**config.mk**
```make
export PLATFORM = sky130hd
export DESIGN_NAME = nvm_offset
export DESIGN_NICKNAME = d
export VERILOG_FILES = /design/src/rtl/nvm_pkg.sv /design/src/rtl/nvm_offset.sv
export SDC_FILE = /design/constraint.sdc
export NUM_CORES = 1
export LEC_CHECK = 0
export ABC_AREA = 0
export BUFFER_PORTS_ARGS = -buffer_cell sky130_fd_sc_hd__buf_4
export CAP_MARGIN = 25
export CORE_AREA = 2 2 39 41
export DETAILED_ROUTE_END_ITERATION = 8
export DIE_AREA = 0 0 41 43
export GPL_ROUTABILITY_DRIVEN = 1
export PLACE_DENSITY_LB_ADDON = 0.25
export SKIP_LAST_GASP = 1
export SLEW_MARGIN = 40
export SYNTH_ARGS = -nofsm -noshare
export SYNTH_HDL_FRONTEND = slang
export SYNTH_SLANG_ARGS = --single-unit
```
**constraint.sdc**
```tcl
create_clock -name vclk -period 2.56
set_input_delay 0.512 -clock vclk [all_inputs]
set_output_delay 0.512 -clock vclk [all_outputs]
set_load 0.02 [all_outputs]
```
**src/rtl/nvm_pkg.sv**
```systemverilog
package nvm_pkg;

  // sizes fixed by the beat fields
  localparam int unsigned OFF_W      = 12;
  localparam int unsigned ADDR_W     = 14;
  localparam int unsigned ROWCOL_W   = 6;
  localparam int unsigned IN_TDATA_W = 40;

  // defaults for the top level parameters
  localparam int unsigned MEM_BYTES_DEF = 4096;
  localparam int unsigned BASE_ADDR_DEF = 8192;

  // action codes
  localparam logic [1:0] ACT_READ    = 2'd0;
  localparam logic [1:0] ACT_WRITE   = 2'd1;
  localparam logic [1:0] ACT_PATTERN = 2'd2;
  localparam logic [1:0] ACT_PALETTE = 2'd3;

  // mirroring modes, code 3 folds nothing
  localparam logic [1:0] MIRROR_NONE  = 2'd0;
  localparam logic [1:0] MIRROR_HORIZ = 2'd1;
  localparam logic [1:0] MIRROR_VERT  = 2'd2;

  // fold boundaries
  localparam logic [OFF_W-1:0] FOLD_QUARTER = 12'h400;
  localparam logic [OFF_W-1:0] FOLD_HALF    = 12'h800;
  localparam logic [OFF_W-1:0] FOLD_3QUART  = 12'hC00;

  // tile grid
  localparam logic [ROWCOL_W-1:0] ROWS_PER_TABLE = 6'd30;
  localparam logic [ROWCOL_W-1:0] ROWS_TOTAL     = 6'd60;

  typedef enum logic [1:0] {
    KIND_WRITE,
    KIND_BYTE,
    KIND_PALETTE,
    KIND_ERROR
  } res_kind_e;

  typedef struct packed {
    res_kind_e        kind;
    logic [OFF_W-1:0] offset;
    logic [7:0]       wdata;
    logic [1:0]       quad;
  } off_info_t;

  typedef struct packed {
    logic we;
    logic re;
  } mem_req_t;

endpackage

```
**src/rtl/nvm_offset.sv**
```systemverilog
module nvm_offset import nvm_pkg::*; #(
  parameter int unsigned MEMORY_BYTES = MEM_BYTES_DEF,
  parameter int unsigned BASE_ADDRESS = BASE_ADDR_DEF
) (
  input  logic [1:0]          action_i,
  input  logic [ADDR_W-1:0]   address_i,
  input  logic [7:0]          wdata_i,
  input  logic [ROWCOL_W-1:0] tile_row_i,
  input  logic [ROWCOL_W-1:0] tile_col_i,
  output off_info_t           info_o
);

  localparam int unsigned BaseRem = BASE_ADDRESS % MEMORY_BYTES;
  localparam logic [14:0] Mult4   = 15'(4 * MEMORY_BYTES);
  localparam logic [14:0] Mult2   = 15'(2 * MEMORY_BYTES);
  localparam logic [14:0] Mult1   = 15'(MEMORY_BYTES);
  localparam logic [14:0] RemW    = 15'(BaseRem);
  localparam logic [14:0] RemComp = 15'(MEMORY_BYTES - BaseRem);
  localparam logic [12:0] MemW    = 13'(MEMORY_BYTES);

  logic [14:0]         a0, a1, a2, a3, bus_full;
  logic [OFF_W-1:0]    bus_off;
  logic                row_hi, pos_err;
  logic [4:0]          ly, lx;
  logic [1:0]          table_sel;
  logic [OFF_W-1:0]    pat_raw, attr_raw;
  logic [OFF_W-1:0]    pat_off, attr_off;

  // address modulo the store size, then shift by the base remainder
  always_comb begin
    a0 = {1'b0, address_i};
    a1 = (a0 >= Mult4) ? a0 - Mult4 : a0;
    a2 = (a1 >= Mult2) ? a1 - Mult2 : a1;
    a3 = (a2 >= Mult1) ? a2 - Mult1 : a2;
    bus_full = (a3 >= RemW) ? a3 - RemW : a3 + RemComp;
    bus_off  = bus_full[OFF_W-1:0];
  end

  always_comb begin
    pos_err   = tile_row_i >= ROWS_TOTAL;
    row_hi    = tile_row_i >= ROWS_PER_TABLE;
    ly        = row_hi ? 5'(tile_row_i - ROWS_PER_TABLE) : tile_row_i[4:0];
    lx        = tile_col_i[4:0];
    table_sel = {row_hi, tile_col_i[5]};
    pat_raw   = {table_sel, ly, lx};
    attr_raw  = {table_sel, 4'b1111, ly[4:2], lx[4:2]};
    pat_off   = ({1'b0, pat_raw} >= MemW) ? 12'({1'b0, pat_raw} - MemW) : pat_raw;
    attr_off  = ({1'b0, attr_raw} >= MemW) ? 12'({1'b0, attr_raw} - MemW) : attr_raw;
  end

  always_comb begin
    info_o.wdata = wdata_i;
    info_o.quad  = {ly[1], lx[1]};
    case (action_i)
      ACT_READ: begin
        info_o.kind   = KIND_BYTE;
        info_o.offset = bus_off;
      end
      ACT_WRITE: begin
        info_o.kind   = KIND_WRITE;
        info_o.offset = bus_off;
      end
      ACT_PATTERN: begin
        info_o.kind   = pos_err ? KIND_ERROR : KIND_BYTE;
        info_o.offset = pat_off;
      end
      ACT_PALETTE: begin
        info_o.kind   = pos_err ? KIND_ERROR : KIND_PALETTE;
        info_o.offset = attr_off;
      end
      default: begin
        info_o.kind   = KIND_BYTE;
        info_o.offset = bus_off;
      end
    endcase
  end

endmodule

```
; Yosys cells after proc, flatten, opt, wreduce, memory -nomap -nowiden
; Index checks and enable logic that the tools add are counted.
[word_totals]
ff_bits = 0
input_bits = 36
out_inout_bits = 24
wordCells = 20
[op_classes]
add_sub_neg = 4
n_lt_le_gt_ge = 5
n_eq_ne = 3
mux = 7
reduce_logical = 1
[ops]
columns = op, n
row1 = 14-bit one-hot mux with 4 select lines, 1
row2 = 15-bit two-way mux, 2
row3 = 15-bit by 1-bit >= comparator with 1-bit output (second input constant), 1
row4 = 15-bit by 13-bit >= comparator with 1-bit output (second input constant), 1
row5 = 14-bit by 14-bit subtractor with 15-bit output (second input constant), 1
row6 = 15-bit by 13-bit subtractor with 15-bit output (second input constant), 1
row7 = 14-bit >= comparator (second input constant), 1
row8 = 12-bit by 1-bit adder with 12-bit output (second input constant), 1
row9 = 12-bit two-way mux, 1
row10 = 6-bit by 5-bit >= comparator with 1-bit output (second input constant), 1
row11 = 6-bit >= comparator (second input constant), 1
row12 = 5-bit two-way mux, 1
row13 = 5-bit subtractor (second input constant), 1
row14 = 2-bit equality test (second input constant), 2
row15 = 2-bit by 1-bit equality test with 1-bit output (second input constant), 1
row16 = 2-bit logical NOT, 1
row17 = 2-bit two-way mux, 1
row18 = 1-bit two-way mux, 1

; Longest topological paths before layout
[depth]
ltp_word = 7
depth_mapped = 5
ltp_nobuf = 5

; Worst setup path before layout
; Ideal clock, no wire load.
[synth_timing]
path_kind = input to output
startpoint = in tile_row_i[1]
endpoint = out info_o[16] (netlist name)
arrival_ps = 1490
setup_slack_ps = 558
cell_stages = 5
path_buffers = 0
path_cell_list = ha_1 -> and4b_1 -> nor3_1 -> a21oi_2 -> o22a_1
[synth_rtl]
columns = element, line_no
row1 = start: declaration, nvm_offset.sv:8  ; input logic [ROWCOL_W-1:0] tile_row_i,
row2 = end: declaration, nvm_offset.sv:10  ; output off_info_t info_o

==> results.ini <==
[floorplan]
initial_core_util_pct = 31.4
die_h_um = 43
die_w_um = 41
rows = 14
ios = 60
dieArea_mm2 = 0.00176
fp.coreArea_mm2 = 0.00138

[cells_and_area]
areaGrowthSynthToFinish_pct = 57.3
fin_area_um2 = 683
regArea_um2 = 0
antenna_cells = 0
nNetsFinal = 137
seq_cells = 0
n_clock_buffer = 0
drive_gt1_share_pct = 46.9

[logic_synthesis]
synth_largest_area_cell = buf_4
synthTopCellsByCount = 10 x a21oi_1, 9 x buf_4, 9 x nor2_1
yosysTopAreaCellShare_pct = 15.6
yosysWarnings = 0
yosysUniqueCellTypes = 27
post-synth-top-count-cell = a21oi_1
synth.avg_cell_area_um2 = 6.29
seq_area_frac_synth_pct = 0
yosys-top-cells-area = buf_4 16%, a21oi_1 12%, mux2i_1 12%
synthCells = 69
synth_area_um2 = 434
syn_nets = 106

[global_route]
busiest_layer = met2
antenna_found_initial = 0
grt_util_met1_pct = 20.9
grt-ovfl-total = 0
track_usage_pct = 14.4
grt_pass1_wl_um = 1940
met2_usage_pct = 24.1
grt_start_max_net_pins = 23
grt_use_met3_pct = 0
grt_pass1_vias = 479

[worst_setup_path]
worstPathRequired_ps = 2050
crit_chain = buf_4 > ha_1 > and4b_1 > a32oi_1 > nand4_1 > o221a_2 > buf_4
critPathMaxFanout = 7
worst_setup_path_start_kind = primary input
arrival_ps = 1730
cpMostUsedCell = buf_4
endpoint_kind = primary output
startpoint = tile_row_i[1]
slowest_delay_ps = 240
crit_type = primary input to primary output
slowest_stage = ha_1
crit_path_end = info_o[13]

[pwr]
power.total_w = 0.000148
power_density_mw_per_mm2 = 216
ir_drop_mv = 0.0782
leakagePower_nw = 0.348

[placement]
port_buffers = 42
dpl.hpwl_um = 1040
placed_cell_area_um2 = 683
gp_congestion = 0.744

[timing]
fmax_mhz = 446
finalHoldViolCount = 0
slew_headroom_pct = 85.4
maxSlewViolCount = 0
fin_crit_sh_pct = 87.5
hold_slack_ps = 1020
tns_ps = 0
fin_crit_ps = 2240
setup_viol = 0
rsz0062_at_grt = false
worst_pin_slew_ps = 217

[drt]
drc = 0
detail-route-antenna-nets = 0
routedWlPerCell_um = 11.2
drt_iter0_markers = 7
drtPass1Iterations = 4
viasPerCell = 5.25
drt_wl_total_um = 1280
num_vias = 598

[clocking]
cts_resized = 0
hold_buffers = 0
cts_setup_buffers = 0

[run_status]
status = finished clean

[worst_hold_path]
hold_path.class = primary input to primary output

[flow_run]
maxCapViolations = 0

[routing by layer]
metal  vias up  part of all wire, %
li1        304                    -
met1       271                   38
met2        23                   54
met3         0                  7.9
met4         0                    0
met5         -                    0
[cell type report]
type	instances	area (um^2)
repair buffers	42	315
well taps	16	20.0
fillers	144	701
multi-input cells	54	340
inverters	2	7.51
[kinds of logic (layout without fill, tap and decap cells)]
kind of cell | count (synthesis) | in the layout | synth area share (%)
AO/OA/AOI/OAI | 24 | 24 | 36.0
adder cells (fa/ha/maj) | 1 | 1 | 2.88
buffers and inverters | 15 | 44 | 21.6
multiplexers | 6 | 6 | 14.1
AND/OR/NAND/NOR | 23 | 23 | 25.4
[worst min-delay path by stage]
stage	end	depth (start not counted)	start	slack, ps
final	info_o[3]	0	wdata_i[1]	1020
after global routing	info_o[3]	0	wdata_i[1]	1020
after CTS	info_o[7]	0	wdata_i[5]	1020
after detailed placement	info_o[7]	0	wdata_i[5]	1020
after global placement	info_o[7]	0	wdata_i[5]	1020
after floorplan	info_o[1]	1	tile_row_i[1]	1100
[cells in the final DEF, fill, tap and decap left out]
cell and n:
nand4_1 2, a41oi_1 1, nand3_1 1, o21ai_0 3, a21oi_2 1, a21bo_2 1, a31oi_1 2, nand2_1 4
nor3_1 3, o221a_2 1, nand2b_1 2, nor2b_1 1, and4b_1 1, a21oi_1 10, mux2i_1 5, a21o_1 1
o22ai_1 1, a32oi_1 1, nor2_1 9, ha_1 1, o2bb2ai_1 1, o22a_1 1, inv_1 2, mux2_2 1
buf_4 42
[per-stage QoR]
step / utilization (%) / cells / worst slack [ps]
after floorplan: - / 69 / 558
after global placement: 49.4 / 114 / 361
after detailed placement: 49.4 / 114 / 316
after CTS: 49.4 / 114 / 313
after global routing: 49.4 / 114 / 195
final: 49.4 / 114 / 320
[power breakdown]
part,switching [W],internal (W),leakage (nW)
Sequential,0,0,0
Combinational,0.0000739,0.0000737,0.348
Clock,0,0,0
[critical path, delay by kind of cell]
kind                       cells  cell delay, ps
adders and majority gates      1             240
buffers and inverters          2             290
and+or+nand+nor                2             340
AOI/OAI and AO/OA              2             350
Power figures use the tool's default switching activity.
